<file path="config.mk">
export PLATFORM = sky130hd
export DESIGN_NAME = sgc_ctrl
export DESIGN_NICKNAME = d
export VERILOG_FILES = /design/src/rtl/sgc_pkg.sv /design/src/rtl/sgc_ctrl.sv
export SDC_FILE = /design/constraint.sdc
export NUM_CORES = 1
export LEC_CHECK = 0
export CORE_AREA = 3 3 40 42
export CTS_BUF_LIST = sky130_fd_sc_hd__clkbuf_8 sky130_fd_sc_hd__clkbuf_16
export CTS_CLUSTER_SIZE = 40
export DETAILED_ROUTE_END_ITERATION = 8
export DIE_AREA = 0 0 43 45
export DONT_BUFFER_PORTS = 1
export GPL_ROUTABILITY_DRIVEN = 0
export SLEW_MARGIN = 20
export SYNTH_ARGS = -nofsm -noshare
export SYNTH_HDL_FRONTEND = slang
export SYNTH_SLANG_ARGS = --single-unit
export TNS_END_PERCENT = 30
</file>
<file path="constraint.sdc">
create_clock -name clk -period 1.3 [get_ports clk]
set_input_delay 0.39 -clock clk [delete_from_list [all_inputs] [get_ports clk]]
set_output_delay 0.39 -clock clk [all_outputs]
set_load 0.03 [all_outputs]
</file>
<file path="src/rtl/sgc_pkg.sv">
// Shared types and constants for the stereo goniometer and correlation meter.
// Used by sgc_ctrl, sgc_datapath and the top level; depends on nothing.
package sgc_pkg;

    localparam int unsigned SAMPLE_W = 16;

    // 1/sqrt2 in Q0.16 and the smoothing factor 0.16 in Q0.16.
    localparam logic [15:0] INV_SQRT2   = 16'd46341;
    localparam logic [13:0] SMOOTH_COEF = 14'd10486;

    // Limits of the power accumulators.
    localparam logic [42:0]        POW_MAX   = {43{1'b1}};
    localparam logic signed [44:0] CROSS_MAX = 45'sh0_07FF_FFFF_FFFF;
    localparam logic signed [44:0] CROSS_MIN = -45'sh0_0800_0000_0000;

    // Correlation of exactly one in Q2.18.
    localparam logic signed [20:0] CORR_ONE_W = 21'sd262144;
    localparam logic [18:0]        CORR_CAP   = 19'd262144;

    // Division runs 64 bits of numerator plus 18 fraction bits plus the
    // half of both normalising shifts.
    localparam logic [7:0] DIV_BASE = 8'd82;

    typedef enum logic [3:0] {
        ST_IDLE,
        ST_MUL,
        ST_ACC,
        ST_PREP,
        ST_NORM,
        ST_SQRT,
        ST_DEN,
        ST_DIV,
        ST_SMUL,
        ST_SUPD,
        ST_OUT
    } state_t;

    typedef struct packed {
        logic capture;
        logic mul;
        logic acc;
        logic prep;
        logic norm;
        logic sqrt;
        logic den;
        logic div;
        logic smul;
        logic supd;
        logic load;
    } cmd_t;

    typedef struct packed {
        logic last;
        logic zero;
        logic norm_done;
        logic sqrt_last;
        logic div_done;
        logic out_free;
    } status_t;

endpackage

</file>
<file path="src/rtl/sgc_ctrl.sv">
// Sequencer for the correlation meter: steps one item through the datapath.
// Depends on sgc_pkg for the state, command and status types.
module sgc_ctrl
(
    input  logic              clk,
    input  logic              rst_n,
    input  logic              in_valid,
    input  sgc_pkg::status_t  status,
    output sgc_pkg::cmd_t     cmd,
    output logic              in_ready
);

    sgc_pkg::state_t state_reg;
    sgc_pkg::state_t state_next;

    always_ff @(posedge clk or negedge rst_n)
    begin
        if (!rst_n)
        begin
            state_reg <= sgc_pkg::ST_IDLE;
        end
        else
        begin
            state_reg <= state_next;
        end
    end

    always_comb
    begin
        state_next = state_reg;
        unique case (state_reg)
            sgc_pkg::ST_IDLE: if (in_valid) state_next = sgc_pkg::ST_MUL;
            sgc_pkg::ST_MUL:  state_next = sgc_pkg::ST_ACC;
            sgc_pkg::ST_ACC:
            begin
                state_next = status.last ? sgc_pkg::ST_PREP : sgc_pkg::ST_OUT;
            end
            sgc_pkg::ST_PREP: state_next = sgc_pkg::ST_NORM;
            sgc_pkg::ST_NORM:
            begin
                priority if (status.zero)      state_next = sgc_pkg::ST_SMUL;
                else if (status.norm_done)     state_next = sgc_pkg::ST_SQRT;
                else                           state_next = sgc_pkg::ST_NORM;
            end
            sgc_pkg::ST_SQRT: if (status.sqrt_last) state_next = sgc_pkg::ST_DEN;
            sgc_pkg::ST_DEN:  state_next = sgc_pkg::ST_DIV;
            sgc_pkg::ST_DIV:  if (status.div_done) state_next = sgc_pkg::ST_SMUL;
            sgc_pkg::ST_SMUL: state_next = sgc_pkg::ST_SUPD;
            sgc_pkg::ST_SUPD: state_next = sgc_pkg::ST_OUT;
            sgc_pkg::ST_OUT:  if (status.out_free) state_next = sgc_pkg::ST_IDLE;
            default:          state_next = sgc_pkg::ST_IDLE;
        endcase
    end

    always_comb
    begin
        cmd         = '0;
        in_ready    = (state_reg == sgc_pkg::ST_IDLE);
        cmd.capture = (state_reg == sgc_pkg::ST_IDLE) && in_valid;
        cmd.mul     = (state_reg == sgc_pkg::ST_MUL);
        cmd.acc     = (state_reg == sgc_pkg::ST_ACC);
        cmd.prep    = (state_reg == sgc_pkg::ST_PREP);
        cmd.norm    = (state_reg == sgc_pkg::ST_NORM) && !status.zero;
        cmd.sqrt    = (state_reg == sgc_pkg::ST_SQRT);
        cmd.den     = (state_reg == sgc_pkg::ST_DEN);
        cmd.div     = (state_reg == sgc_pkg::ST_DIV);
        cmd.smul    = (state_reg == sgc_pkg::ST_SMUL);
        cmd.supd    = (state_reg == sgc_pkg::ST_SUPD);
        cmd.load    = (state_reg == sgc_pkg::ST_OUT) && status.out_free;
    end

endmodule

</file>
After elaboration in Yosys (flattened, before gate mapping)
Index checks and enable logic that the tools add are counted.
{"block": "op_classes", "muxes": 8, "eq_ne": 14, "n_reduce_logical": 6}
{"cell": "4-bit one-hot mux with 11 select lines", "count": 1}
{"cell": "4-bit two-way mux", "count": 6}
{"cell": "4-bit by 3-bit equality test with 1-bit output, second input constant", "count": 4}
{"cell": "4-bit equality test, second input constant", "count": 3}
{"cell": "4-bit by 2-bit equality test with 1-bit output, second input constant", "count": 2}
{"cell": "2-bit != test, second input constant", "count": 4}
{"cell": "4-bit by 1-bit equality test with 1-bit output, second input constant", "count": 1}
{"cell": "4-bit logical NOT", "count": 1}
{"cell": "4-bit AND reduction", "count": 1}
{"cell": "1-bit logical AND", "count": 3}
{"cell": "1-bit logical NOT", "count": 1}
{"cell": "1-bit two-way mux", "count": 1}
{"block": "totals", "reg_bits": 4, "wordCells": 29, "inputBits": 9, "output_inout_bits": 12}

Logic depth before layout (Yosys ltp)
{"block": "depth", "depth_word": 3, "ltp_mapped": 5, "depth_no_buf": 4}

Worst setup path after synthesis
Ideal clock, no wire load.
{"block": "synth_timing", "path_kind": "reg-to-output", "start": "register state_reg[1]", "end": "output cmd[6] (netlist bit)", "path_slack_ps": -632, "t_required_ps": 910, "path_buffers": 1, "path_stages_with_launch": 3, "arrival_ps": 1542, "path_cell_list": "dfrtp_1 buf_4 nor4_1"}
{"item": "start, declared", "line_no": "sgc_ctrl.sv:13", "source": "sgc_pkg::state_t state_reg;"}
{"item": "start signal, assigned", "line_no": "sgc_ctrl.sv:20", "source": "state_reg <= sgc_pkg::ST_IDLE;"}
{"item": "start signal, assigned", "line_no": "sgc_ctrl.sv:24", "source": "state_reg <= state_next;"}
{"item": "end, declared", "line_no": "sgc_ctrl.sv:9", "source": "output sgc_pkg::cmd_t cmd,"}

Worst setup path after layout
{"block": "layout_timing", "start": "register state_reg[1]", "end": "output cmd[6] (netlist bit)"}
{"block": "layout_between", "elab_chain_len": 2}
{"item": "4-bit by 3-bit equality test with 1-bit output", "line_no": "sgc_ctrl.sv:63", "source": "cmd.norm = (state_reg == sgc_pkg::ST_NORM) && !status.zero;"}
{"item": "1-bit logical AND", "line_no": "sgc_ctrl.sv:63"}
No other way between the ends.

==> results.cfg <==
[job]
maxCapViolCount = 0

[timing]
worst_pin_slew_ns = 0.314
drv_slew = 0
hold_violations = 0
fmax_ghz = 0.621
fin_ws_ns = -0.311
slew-limit-headroom_pct = 79.0
finClkSkew_ns = 0.00194
fin_crit_sh_pct = 124
holdWs_ns = 0.258
rsz0062_at_grt = yes
min_period_ns = 1.61
setup_viol = 16

[worst_setup_path]
path_delay_family = flip-flops
startpoint_type = register
cp.arrival_ns = 1.22
slowest_stage = dfrtp_2
critPathMaxStageDelay_ns = 0.44
endpoint_kind = primary output
worstPathCellList = buf_6 -> nor4_4 -> buf_6
critPathMostFrequentCell = buf_6
worst-path-buf-inv = 2
critPathMaxFanout = 7
cp.required_ns = 0.91
path_class = register to primary output

[grt]
grtUsageTotal_pct = 16.3
grt_pass1_wl_um = 2370
antenna_found_initial = 0
overflow = 0
grt_pass1_vias = 529
grt_max_degree = 9

[floorplan]
start_util_pct = 31.2
dieArea_um2 = 1940
core_area_um2 = 1280
die_w_um = 43
core.rowCount = 13
ios = 21
die_h_um = 45

[logic_synthesis]
synth_top_family_by_area = simple AND/OR/NAND/NOR gates
synth.distinct_cells = 24
syn_inst = 57
synth_mux_area_share_pct = 2.50
yosysSeqAreaShare_pct = 25.0
synthTopCellsByArea = dfrtp_1, nand2b_1, nor2_1
synth_top_cell_by_area = dfrtp_1
synthAdderAreaFrac_pct = 0
syn_nets = 66
syn_area_per_cell_um2 = 7.02
synth_top_area_share_pct = 25.0
synth_compound_area_share_pct = 23.4
synth-xor-area-share_pct = 0
synth-simple-area-share_pct = 40.6
syn_area_um2 = 400
yosysWarnings = 0
synth_seq_cells = 4

[placement]
placed_area_um2 = 686
hpwl_um = 1040
port_buffers = 0

[layout]
layout-drive-gt1-share_pct = 70.2
design_area_um2 = 875
area_growth_pct = 118
antenna_cells = 0
largest_reg_flops = 4
fin_nets = 95

[drt]
drtIter0Drc = 6
via_count = 544
routed_wl_um = 1390
drt_pass1_iterations = 4
ant_nets = 0
routedWlPerCell_um = 14.1
via_per_inst = 5.49
drc = 0

[power_and_ir_drop]
finalPower_mw = 2.36
ir_worst_vdd_uv = 1350
p_leak_nw = 0.384
power_density_nw_per_um2 = 2700

[cts]
numClockSinks = 4
cts_tree = built
clk_path_buf_depth = 2
cts_root_buf = clkbuf_8
clk_pin_slew_worst_paths_ns = 0.03
cts_buffers = 3
htree_levels = 1
clock_latency_ns = 0.21

[outcome]
violations = setup timing
status = finished with violations

[worst_hold_path]
worstHoldPathType = input pin to register
[synth_stat cells, drive strengths merged]
cell	instances
clkbuf	1
buf	4
nand2	7
and2	1
nor4	1
mux2i	1
a21oi	3
o41ai	1
a211oi	2
dfrtp	4
a2bb2oi	1
nor2	8
nor3	4
inv	2
nand4b	1
nor2b	2
and3	2
nand2b	5
o21ai	4
o32ai	1
o21ba	1
or3b	1
[kinds of logic after synthesis]
kind of cell / after synthesis
buffers and inverters: 7
flip-flops: 4
AO/OA/AOI/OAI: 13
AND/OR/NAND/NOR: 32
multiplexers: 1
[timing repair]
item,in CTS,in global routing
hold endpoints to repair,4,0
buffers inserted,4,0
endpoints found under the setup margin,16,16
hold buffers,1,0
cloned,0,0
gates resized for setup,28,2
pin swaps,6,2
[placed cells by master, fill, tap and decap left out, drive strengths merged]
master       instances
nand2                7
nor4                 1
a21oi                3
nor2                 8
nand4b               1
dfrtp                4
and3                 2
nand2b               5
and2                 1
nor3                 4
inv                  2
buf                 28
or3b                 1
o21ba                1
o32ai                1
nor2b                2
a211oi               2
o21ai                4
clkbuf               3
a2bb2oi              1
o41ai                1
mux2i                1
dlygate4sd3          1
[metrics by stage]
step / cells / setup WS (ns) / setup TNS (ns) / utilization [%]
final: 99 / -0.311 / -3.54 / 68.1
after global placement: 91 / -0.187 / -1.61 / 53.4
after global routing: 99 / -0.368 / -4.50 / 68.1
after detailed placement: 91 / -0.202 / -2.01 / 53.4
after floorplan: 57 / -0.190 / -1.57 / -
after CTS: 99 / -0.314 / -3.48 / 67.1
[layout make-up]
class	count	area (um^2)
Clock buffer	3	41.3
Fill cell	110	410
Inverter	2	10.0
Multi-Input combinational cell	46	409
Sequential cell	4	105
Tap cell	15	18.8
Timing Repair Buffer	29	290
[layer usage]
metal	global-route usage, %	wire length, um	vias to the layer above
met3	1.59	105	7
met1	18.5	520	258
met2	29.0	712	24
met4	10.8	53	0
li1	-	-	255
met5	0	0	-
[worst register-to-register path, cell delays in order, from the launching register on]
cell and delay [ns]:
dfrtp_2 0.44, buf_4 0.16, buf_4 0.14, mux2i_1 0.13, nand4b_1 0.24, nor2_1 0.21, a211oi_2 0.05
[worst paths after layout]
kind	start	endpoint	slack (ns)	depth (start not counted)
min in group asynchronous	rst_n	state_reg[2]$_DFFE_PN0P_	0.46	1
worst min-delay path	status[0]	state_reg[3]$_DFFE_PN0P_	0.26	1
max in group asynchronous	rst_n	state_reg[1]$_DFFE_PN0P_	0.65	1
worst max register to register	state_reg[1]$_DFFE_PN0P_	state_reg[1]$_DFFE_PN0P_	-0.21	6
worst min register to register	state_reg[3]$_DFFE_PN0P_	state_reg[2]$_DFFE_PN0P_	0.57	1
worst max-delay path	state_reg[1]$_DFFE_PN0P_	cmd[6]	-0.31	3
[power by group]
part | total, mW | leakage, nW | internal (mW) | switching, mW
Sequential | 0.306 | 0.0453 | 0.192 | 0.114
Clock | 0.255 | 0.0216 | 0.197 | 0.0585
Combinational | 1.80 | 0.317 | 0.935 | 0.863
No activity file was read; power rests on OpenSTA's default activity.
